<file path="config.mk">
export PLATFORM = sky130hd
export DESIGN_NAME = edit_distance_engine_unit
export DESIGN_NICKNAME = d
export VERILOG_FILES = /design/src/ede_pkg.sv /design/src/ede_ram.sv /design/src/ede_front.sv /design/src/ede_back.sv /design/src/edit_distance_engine_unit.sv
export VERILOG_INCLUDE_DIRS = /design/src /design/src/src
export SDC_FILE = /design/constraint.sdc
export NUM_CORES = 2
export LEC_CHECK = 0
export BUFFER_PORTS_ARGS = -buffer_cell sky130_fd_sc_hd__buf_2
export CAP_MARGIN = 10
export CORE_AREA = 5 5 383 385
export CTS_CLUSTER_SIZE = 24
export DETAILED_ROUTE_END_ITERATION = 7
export DIE_AREA = 0 0 388 390
export HOLD_SLACK_MARGIN = 0.12
export PLACE_DENSITY = 0.61
export SYNTH_ARGS = -nofsm -noshare
export SYNTH_HDL_FRONTEND = slang
export SYNTH_HIERARCHICAL = 1
export SYNTH_SLANG_ARGS = --single-unit
export TNS_END_PERCENT = 20
</file>
<file path="constraint.sdc">
create_clock -name i_clk -period 7.6 [get_ports i_clk]
set_input_delay 0.76 -clock i_clk [delete_from_list [all_inputs] [get_ports i_clk]]
set_output_delay 0.76 -clock i_clk [all_outputs]
set_load 0.05 [all_outputs]
</file>
<file path="src/edit_distance_engine_unit_defines.svh">
// Assertion macros for the edit distance engine.
`ifndef EDIT_DISTANCE_ENGINE_UNIT_DEFINES_SVH
`define EDIT_DISTANCE_ENGINE_UNIT_DEFINES_SVH

// Implication checked on every clock edge outside reset.
`define EDE_ASSERT_IMPL(label, clk, rst_n, ante, cons, msg) \
    label: assert property (@(posedge clk) disable iff (!rst_n) (ante) |-> (cons)) \
        else $error(msg);

// Next-cycle implication checked outside reset.
`define EDE_ASSERT_NEXT(label, clk, rst_n, ante, cons, msg) \
    label: assert property (@(posedge clk) disable iff (!rst_n) (ante) |=> (cons)) \
        else $error(msg);

`endif

</file>
<file path="src/ede_pkg.sv">
// ----------------------------------------------------------------------------
// ede_pkg
// Shared types and codes for the edit distance engine.
// ----------------------------------------------------------------------------
`default_nettype none
package ede_pkg;

    localparam int unsigned FIELD_W = 7;

    typedef enum logic [1:0] {
        MODE_FIRST  = 2'd0,
        MODE_SECOND = 2'd1,
        MODE_FINISH = 2'd2,
        MODE_NONE   = 2'd3
    } t_mode;

    typedef struct packed {
        logic [1:0] mode;
        logic [7:0] symbol;
    } t_in_item;

    typedef struct packed {
        logic [FIELD_W-1:0] distance;
        logic [FIELD_W-1:0] longer_length;
        logic               truncated;
    } t_out_item;

    // Back-end sequencer states
    typedef enum logic [2:0] {
        ST_IDLE,
        ST_INIT,
        ST_ROWSTART,
        ST_CELL,
        ST_DONE
    } t_state;

endpackage
`default_nettype wire

</file>
<file path="src/ede_ram.sv">
// ----------------------------------------------------------------------------
// ede_ram
// Generic single-port-write, single-port-read RAM with registered read data.
// ----------------------------------------------------------------------------
`default_nettype none
module ede_ram #(
    parameter int unsigned WIDTH = 8,
    parameter int unsigned DEPTH = 64
) (
    input  wire logic                     i_clk,
    input  wire logic                     i_we,
    input  wire logic [$clog2(DEPTH)-1:0] i_waddr,
    input  wire logic [WIDTH-1:0]         i_wdata,
    input  wire logic [$clog2(DEPTH)-1:0] i_raddr,
    output logic      [WIDTH-1:0]         o_rdata
);
    logic [WIDTH-1:0] r_mem [DEPTH];

    // Write port and registered read port
    always_ff @(posedge i_clk) begin
        if (i_we) begin
            r_mem[i_waddr] <= i_wdata;
        end
        o_rdata <= r_mem[i_raddr];
    end
endmodule
`default_nettype wire

</file>
<file path="src/ede_front.sv">
// ----------------------------------------------------------------------------
// ede_front
// Accepts input transactions, drops unused modes and forwards the rest
// into a two-entry queue toward the back end.
// ----------------------------------------------------------------------------
`default_nettype none
module ede_front (
    input  wire logic              i_clk,
    input  wire logic              i_rst_n,
    input  wire logic              i_in_valid,
    input  wire ede_pkg::t_in_item i_in_data,
    output logic                   o_in_stall,
    output logic                   o_q_valid,
    output ede_pkg::t_in_item      o_q_data,
    input  wire logic              i_q_pop
);
    import ede_pkg::*;

    t_in_item r_ent [2];
    logic     r_wp, r_rp;
    logic [1:0] r_cnt;
    logic     push;

    assign o_in_stall = (r_cnt == 2'd2);
    // Unused mode is accepted and discarded
    assign push = i_in_valid && !o_in_stall && (i_in_data.mode != MODE_NONE);
    assign o_q_valid = (r_cnt != 2'd0);
    assign o_q_data  = r_ent[r_rp];

    // Queue storage
    always_ff @(posedge i_clk) begin
        if (push) begin
            r_ent[r_wp] <= i_in_data;
        end
    end

    // Queue pointers
    always_ff @(posedge i_clk) begin
        if (!i_rst_n) begin
            r_wp  <= 1'b0;
            r_rp  <= 1'b0;
            r_cnt <= 2'd0;
        end else begin
            if (push) begin
                r_wp <= ~r_wp;
            end
            if (i_q_pop) begin
                r_rp <= ~r_rp;
            end
            r_cnt <= r_cnt + {1'b0, push} - {1'b0, i_q_pop};
        end
    end
endmodule
`default_nettype wire

</file>
<file path="src/ede_back.sv">
// ----------------------------------------------------------------------------
// ede_back
// Stores string bytes and runs the cost-row recurrence one cell per cycle
// on a finish, then holds the result in an output register.
// ----------------------------------------------------------------------------
`default_nettype none
module ede_back #(
    parameter int unsigned MAX_LEN = 64
) (
    input  wire logic               i_clk,
    input  wire logic               i_rst_n,
    input  wire logic               i_q_valid,
    input  wire ede_pkg::t_in_item  i_q_data,
    output logic                    o_q_pop,
    output logic                    o_out_valid,
    output ede_pkg::t_out_item      o_out_data,
    input  wire logic               i_out_stall,
    output logic                    o_busy
);
    import ede_pkg::*;

    localparam int unsigned AW = (MAX_LEN > 1) ? $clog2(MAX_LEN) : 1;
    localparam int unsigned LW = $clog2(MAX_LEN + 1);
    localparam int unsigned CW = $clog2(MAX_LEN + 1);
    localparam int unsigned VW = (LW > 1) ? LW : 1;

    t_state r_state, n_state;
    logic [LW-1:0] r_len_a, r_len_b;
    logic          r_ovf;
    logic [LW-1:0] r_i, r_j;
    logic [VW-1:0] r_diag, r_left;
    logic          r_out_valid;
    t_out_item     r_out;
    logic [VW-1:0] cost_rd;
    logic [7:0]    a_rd, b_rd;
    logic          cost_we;
    logic [CW-1:0] cost_wa, cost_ra;
    logic [VW-1:0] cost_wd;
    logic          is_load, take;
    logic [VW-1:0] up, m1, m2, cell_cost;
    logic [AW-1:0] a_wa, b_wa, a_ra, b_ra;
    logic          a_we, b_we;

    assign is_load = (i_q_data.mode == MODE_FIRST) || (i_q_data.mode == MODE_SECOND);
    // Loads run whenever idle; finish waits for a free output register
    assign take = i_q_valid && (r_state == ST_IDLE)
                  && (is_load || !r_out_valid);
    assign o_q_pop = take;
    assign o_busy  = (r_state != ST_IDLE);
    assign o_out_valid = r_out_valid;
    assign o_out_data  = r_out;

    // String writes
    assign a_we = take && (i_q_data.mode == MODE_FIRST) && (r_len_a < LW'(MAX_LEN));
    assign b_we = take && (i_q_data.mode == MODE_SECOND) && (r_len_b < LW'(MAX_LEN));
    assign a_wa = AW'(r_len_a);
    assign b_wa = AW'(r_len_b);
    // Row byte a[i-1]; column byte b[j] for the next cell
    assign a_ra = AW'(r_i - LW'(1));
    assign b_ra = AW'(r_j);

    ede_ram #(.WIDTH(8), .DEPTH(MAX_LEN)) u_ram_a (
        .i_clk(i_clk), .i_we(a_we), .i_waddr(a_wa), .i_wdata(i_q_data.symbol),
        .i_raddr(a_ra), .o_rdata(a_rd));
    ede_ram #(.WIDTH(8), .DEPTH(MAX_LEN)) u_ram_b (
        .i_clk(i_clk), .i_we(b_we), .i_waddr(b_wa), .i_wdata(i_q_data.symbol),
        .i_raddr(b_ra), .o_rdata(b_rd));
    ede_ram #(.WIDTH(VW), .DEPTH(MAX_LEN + 1)) u_ram_c (
        .i_clk(i_clk), .i_we(cost_we), .i_waddr(cost_wa), .i_wdata(cost_wd),
        .i_raddr(cost_ra), .o_rdata(cost_rd));

    // Cell update: up = cost_row[j], left = cost_row[j-1] (held), diag held
    assign up        = cost_rd;
    assign m1        = (up < r_left) ? up : r_left;
    assign m2        = (m1 < r_diag) ? m1 : r_diag;
    assign cell_cost = (a_rd == b_rd) ? r_diag : (m2 + VW'(1));

    // Cost row port control
    always_comb begin
        cost_we = 1'b0;
        cost_wa = CW'(r_j);
        cost_wd = VW'(r_j);
        cost_ra = CW'(r_j);
        case (r_state)
            ST_INIT: begin
                cost_we = 1'b1;
            end
            ST_ROWSTART: begin
                // write new cost_row[0] = i, fetch cost_row[1] for the first cell
                cost_we = 1'b1;
                cost_wa = '0;
                cost_wd = VW'(r_i);
                cost_ra = CW'(1);
            end
            ST_CELL: begin
                cost_we = 1'b1;
                cost_wa = CW'(r_j);
                cost_wd = cell_cost;
                cost_ra = CW'(r_j) + CW'(1);
            end
            default: begin
                cost_ra = CW'(r_len_b);
            end
        endcase
    end

    // Next state
    always_comb begin
        n_state = r_state;
        case (r_state)
            ST_IDLE:     if (take && !is_load) n_state = ST_INIT;
            ST_INIT:     if (r_j == r_len_b) n_state = (r_len_a == '0) ? ST_DONE : ST_ROWSTART;
            ST_ROWSTART: n_state = (r_len_b == '0) ?
                                   ((r_i == r_len_a) ? ST_DONE : ST_ROWSTART) : ST_CELL;
            ST_CELL:     if (r_j == r_len_b) n_state = (r_i == r_len_a) ? ST_DONE : ST_ROWSTART;
            ST_DONE:     n_state = ST_IDLE;
            default:     n_state = ST_IDLE;
        endcase
    end

    // Datapath registers
    always_ff @(posedge i_clk) begin
        if (!i_rst_n) begin
            r_state     <= ST_IDLE;
            r_len_a     <= '0;
            r_len_b     <= '0;
            r_ovf       <= 1'b0;
            r_out_valid <= 1'b0;
            r_i         <= '0;
            r_j         <= '0;
        end else begin
            r_state <= n_state;
            if (r_out_valid && !i_out_stall) begin
                r_out_valid <= 1'b0;
            end
            case (r_state)
                ST_IDLE: begin
                    if (a_we) r_len_a <= r_len_a + LW'(1);
                    if (b_we) r_len_b <= r_len_b + LW'(1);
                    if (take && is_load && !a_we && !b_we) r_ovf <= 1'b1;
                    r_i <= '0;
                    r_j <= '0;
                end
                ST_INIT: begin
                    // last value written is cost_row[n], kept for an empty first string
                    r_left <= VW'(r_j);
                    r_j <= r_j + LW'(1);
                    if (r_j == r_len_b) begin
                        r_i <= LW'(1);
                        r_j <= '0;
                    end
                end
                ST_ROWSTART: begin
                    // old cost_row[0] is i-1, new one is i
                    r_diag <= VW'(r_i - LW'(1));
                    r_left <= VW'(r_i);
                    r_j <= LW'(1);
                    if (r_len_b == '0) begin
                        r_i <= r_i + LW'(1);
                        r_j <= '0;
                    end
                end
                ST_CELL: begin
                    r_diag <= up;
                    r_left <= cell_cost;
                    r_j    <= r_j + LW'(1);
                    if (r_j == r_len_b) begin
                        r_i <= r_i + LW'(1);
                        r_j <= '0;
                    end
                end
                ST_DONE: begin
                    // r_left holds the final cost_row[n]
                    r_out_valid <= 1'b1;
                    r_out.distance <= FIELD_W'(r_left);
                    r_out.longer_length <= (r_len_a > r_len_b) ?
                                           FIELD_W'(r_len_a) : FIELD_W'(r_len_b);
                    r_out.truncated <= r_ovf;
                    r_len_a <= '0;
                    r_len_b <= '0;
                    r_ovf   <= 1'b0;
                end
                default: begin
                end
            endcase
        end
    end
endmodule
`default_nettype wire

</file>
<file path="src/edit_distance_engine_unit.sv">
// Levenshtein edit distance engine. Mode 0 and 1 transactions append one
// byte to the first or second string (one per cycle while the back end is
// idle and the queue has room; bytes past MAX_LEN are dropped and flagged);
// a mode 2 transaction runs the cost-row recurrence over a one-cell-per-cycle
// sequencer backed by three RAMs and emits one result. During the recurrence
// the cost-row RAM is written with one table cell each cycle.
// ----------------------------------------------------------------------------
// edit_distance_engine_unit
// Top level: front-end queue plus compute back end.
// ----------------------------------------------------------------------------
`default_nettype none
`include "edit_distance_engine_unit_defines.svh"
module edit_distance_engine_unit #(
    parameter int unsigned MAX_LEN = 64
) (
    input  wire logic               i_clk,
    input  wire logic               i_rst_n,
    input  wire logic               i_in_valid,
    input  wire ede_pkg::t_in_item  i_in_data,
    output logic                    o_in_stall,
    output logic                    o_out_valid,
    output ede_pkg::t_out_item      o_out_data,
    input  wire logic               i_out_stall
);
    import ede_pkg::*;

    logic     q_valid, q_pop, busy;
    t_in_item q_data;

    ede_front u_front (
        .i_clk(i_clk), .i_rst_n(i_rst_n),
        .i_in_valid(i_in_valid), .i_in_data(i_in_data), .o_in_stall(o_in_stall),
        .o_q_valid(q_valid), .o_q_data(q_data), .i_q_pop(q_pop));

    ede_back #(.MAX_LEN(MAX_LEN)) u_back (
        .i_clk(i_clk), .i_rst_n(i_rst_n),
        .i_q_valid(q_valid), .i_q_data(q_data), .o_q_pop(q_pop),
        .o_out_valid(o_out_valid), .o_out_data(o_out_data),
        .i_out_stall(i_out_stall), .o_busy(busy));

    // Checks
    `EDE_ASSERT_IMPL(a_pop_needs_item, i_clk, i_rst_n, q_pop, q_valid, "pop from empty queue")
    `EDE_ASSERT_IMPL(a_pop_idle, i_clk, i_rst_n, q_pop, !busy, "pop while computing")
    `EDE_ASSERT_NEXT(a_out_hold, i_clk, i_rst_n, o_out_valid && i_out_stall, o_out_valid && $stable(o_out_data), "stalled result changed")
endmodule
`default_nettype wire

</file>
==> summary.md <==
| Metric | Value |
|---|---|
| Sw Ratio | `roughly a quarter` |
| DR vias | `31.6k` |
| Part of the cycle the worst path needs | `between 80% and 90%` |
| Syn. warnings | `6` |
| Pwr dens | `around 280 mW/mm²` |
| Hold path depth | `1` |
| DIE HEIGHT | `between 300 and 400 µm` |
| # resized after CTS | `0` |
| Sequential Power Share | `between 50% and 60%` |
| Root buffer cell | `clkbuf_16` |
| EDFF count, synth | `~1.5k` |
| Met3 Use GR | `around 3.2%` |
| # DRC | `0` |
| RSZ-0062 raised after global routing | `no` |
| Core Region | `about 0.14 mm²` |
| Dpl ws | `1.34 ns` |
| Worst-path fanout max | `39` |
| WL per Instance | `between 20 and 30 µm` |
| Hold path endpoint | `u_front/r_ent[0][0]$_DFFE_PP_` |
| Initial antenna violation count | `3` |
| CP Launch Point | `u_back/r_left[2]$_DFFE_PP_` |
| Vias in the first global route | `approximately 32k` |
| Final hold slack | `approximately 0.18 ns` |
| Post-route ant nets | `0` |
| Hold Fails Final Rpt | `0` |
| Most used flip-flop cell after synthesis | `edfxtp_1` |
| Grt ovf | `0` |
| Post-synth net total | `3318` |
| Hold Crit Class | `in -> reg` |
| WL final | `between 100000 and 150000 µm` |
| Starting Density | `between 40 and 50%` |
| Pleak | `between 20 and 25 nW` |
| Fin nets | `approximately 3.4k` |
| Min cycle time layout | `between 6 and 7 ns` |
| Peak VDD IR | `roughly 0.23 mV` |
| Largest stage delay on the critical path | `about 0.83 ns` |
| Peak Freq | `about 160 MHz` |
| Outcome | `completed` |
| GR met1 Demand/Resource | `between 20% and 30%` |
| Die Wd | `a little under 400 µm` |
| Reg-to-Reg Start | `u_back/r_left[2]$_DFFE_PP_` |
| Non-Filler Instances | `roughly 5.4k` |
| Setup crit end kind | `register` |
| Post-route cell area | `just over 0.07 mm²` |
| Setup crit start kind | `register` |
| FF-to-FF End | `u_back/u_ram_c/r_mem[36][4]$_DFFE_PP_` |
| I/O pins | `31` |
| Row cnt | `139` |
| Clock Sink Count | `between 1.5k and 2k` |
| MaxCap Viol Count | `0` |
| Relative slew margins | `a little over a quarter` |
| Post-Place Cells | `5096` |
| Hold Path Origin | `i_in_data[0]` |
| H-tree levels | `4` |
| Cell Int Power | `approximately 15 mW` |
| Final Max Slew Viols | `0` |
| Req. time, crit path | `roughly 8.2 ns` |
| Yosys reg bits | `1589` |
| R2r worst-path depth | `21` |
| Setup CP Type | `reg -> reg` |
| CTS buffer count | `roughly 160` |
| R2r setup slk | `roughly 1.3 ns` |
| Via density | `5.85` |
| CP cell instances | `inv_1 > ha_1 > a21oi_4 > o21ai_2 > a21oi_2 > mux2_2 > ha_1 > a21oi_1 > o21a_1 > nand3_1 > a211o_1 > and2_4 > a21oi_1 > ha_1 > nand3_1 > mux2_4 > or4_1 > a21oi_1 > a211oi_1 > o21ai_4 > buf_4` |
| Logic pwr share | `a little over a tenth` |
| Post-CTS setup buffers | `0` |
| Worst-case clock skew | `~0.034 ns` |
| Clock network power share | `around two fifths` |
| Port-buffer cells | `30` |
| Die Area | `approximately 0.15 mm²` |
| DP Area | `around 0.066 mm²` |
| First-pass GRT wire length | `about 210000 µm` |
| Max Root-Sink Buffers | `3` |
| Clock latency at the later pin of the worst-skew pair | `~0.79 ns` |
| Finish-stage setup viols | `0` |
| Clock Pin Slew Worst Setup and Hold Paths | `~0.06 ns` |
| Post-synthesis cell type count | `80` |
| Syn Inst Count | `between 3k and 4k` |
| Synth async-reset ratio | `0%` |
| Net Sw Power | `around 4.8 mW` |
| GR peak layer | `met2` |
| DRT iter0 DRCs | `3153` |
| Hpwl dp | `86800 µm` |
| M2 GR Usage | `between 30% and 40%` |
| Area grow syn2layout | `11.9%` |
| Largest net degree at the start of global routing | `92` |
| Post-route worst setup slack | `between 1 and 1.5 ns` |
| Final core occ | `about 50%` |
| CTS tree | `yes` |
| Slowest cell on the critical path | `o21ai_4` |
| Total negative slack | `0 ns` |
| Placer Congestion | `slightly above 0.8` |
| TritonRoute pass-1 iters | `5` |
| Layout cells sized above 1 | `roughly a quarter` |
| Avg Cell Area, Syn | `around 19 µm²` |
| Part of the Yosys area used for sequential elements | `73.9%` |
| Critical Path AT | `between 6 and 7 ns` |
| Design Power | `a little over 20 mW` |
| Worst slew pin tran | `1.09 ns` |
| Syn Std Cell Area | `around 0.064 mm²` |
| CTS Hold Buffers Added | `2` |
| Global-route usage over all layers | `about a fifth` |
state kept, by name, summed over array words and instances, names as in the netlist, 8 cells and up, named ones only:
register,flops
u_back/o_out_data,15
u_back/u_ram_a/o_rdata,8
u_back/u_ram_a/r_mem,512
u_back/u_ram_b/o_rdata,8
u_back/u_ram_b/r_mem,512
u_back/u_ram_c/r_mem,455
u_front/r_ent,20
area by class of cell:
cell class              count  area (µm²)
clock buffers             211        4410
inverters                  36         145
multi-input cells        1481       15700
diodes                      1        2.50
fillers                 11500       71500
repair buffers             89         636
well taps                1903        2380
clock inverters            90         903
flip-flops and latches   1589       47100
synth_stat cells, drive strengths merged (28+ instances only):
library cell | count | area [µm²]
xor2 | 28 | 245
nand2 | 94 | 353
nand3 | 55 | 275
mux4 | 364 | 8200
inv | 34 | 128
dfxtp | 61 | 1220
buf | 103 | 721
ha | 29 | 363
o21ai | 42 | 214
edfxtp | 1528 | 45900
nor3 | 38 | 200
a21oi | 54 | 285
nor2b | 48 | 315
clkbuf | 66 | 268
nor2 | 276 | 1040
mux2i | 80 | 801
mux2 | 78 | 882
critical path: cells and delay by family (launching register included):
family	cells	cell delay (ns)
buf+inv	2	0.41
mux	2	0.77
simple gates	4	0.86
compound gates	10	2.72
fa+ha+maj	3	0.94
flops	1	0.42
power by group through the flow:
stage / Combinational [mW] / Sequential [mW] / Clock, mW
global route: 2.36 / 10.2 / 8.42
detailed placement: 2.21 / 10.3 / 0
global placement: 2.19 / 10.3 / 0
floorplan: 1.52 / 10.3 / 0
CTS: 2.22 / 10.1 / 8.02
finish: 2.18 / 10.1 / 7.85
metal layers:
layer	share of wire, %	routed length (µm)	up-vias
met5	0.0070	10	-
met4	2.2	3120	2
met3	5.7	8230	203
met2	48	69200	942
met1	44	63200	16900
li1	-	-	13600
worst max path at each step:
stage | endpoint | slack [ns] | depth (start not counted)
3_3_place_gp | u_back/u_ram_c/r_mem[36][4]$_DFFE_PP_ | 1.41 | 21
6_report | u_back/u_ram_c/r_mem[36][4]$_DFFE_PP_ | 1.28 | 21
2_1_floorplan | u_back/r_left[2]$_DFFE_PP_ | 0.51 | 20
5_1_grt | u_back/u_ram_c/r_mem[43][4]$_DFFE_PP_ | 0.87 | 21
4_1_cts | u_back/u_ram_c/r_mem[47][4]$_DFFE_PP_ | 1.28 | 21
3_5_place_dp | u_back/u_ram_c/r_mem[36][4]$_DFFE_PP_ | 1.34 | 21
cell families after synthesis:
family	after synthesis	share of synthesized area (%)
AND/OR/NAND/NOR	607	4.47
multiplexers	522	15.5
flip-flops	1589	73.9
buffers and inverters	205	1.76
AO/OA/AOI/OAI	278	3.15
XOR/XNOR	45	0.619
adder cells (fa/ha/maj)	29	0.569
placed cells by master, fill, tap and decap left out, types with 15 or more instances in the layout:
cell	count
ha_1	29
nor2b_1	46
o21ai_0	31
a22oi_1	20
nand2b_1	24
mux2i_1	80
a21oi_1	51
nor3_1	32
inv_1	30
clkinv_2	25
clkbuf_16	164
o221ai_1	16
nor2_1	275
dfxtp_1	56
clkinv_1	35
nand3_1	55
mux2_2	69
o22ai_1	20
clkbuf_1	34
nand2_1	93
a221oi_1	15
xor2_1	26
edfxtp_1	1528
xnor2_1	15
buf_2	30
buf_4	54
mux4_2	364
Power figures use the tool's default switching activity.
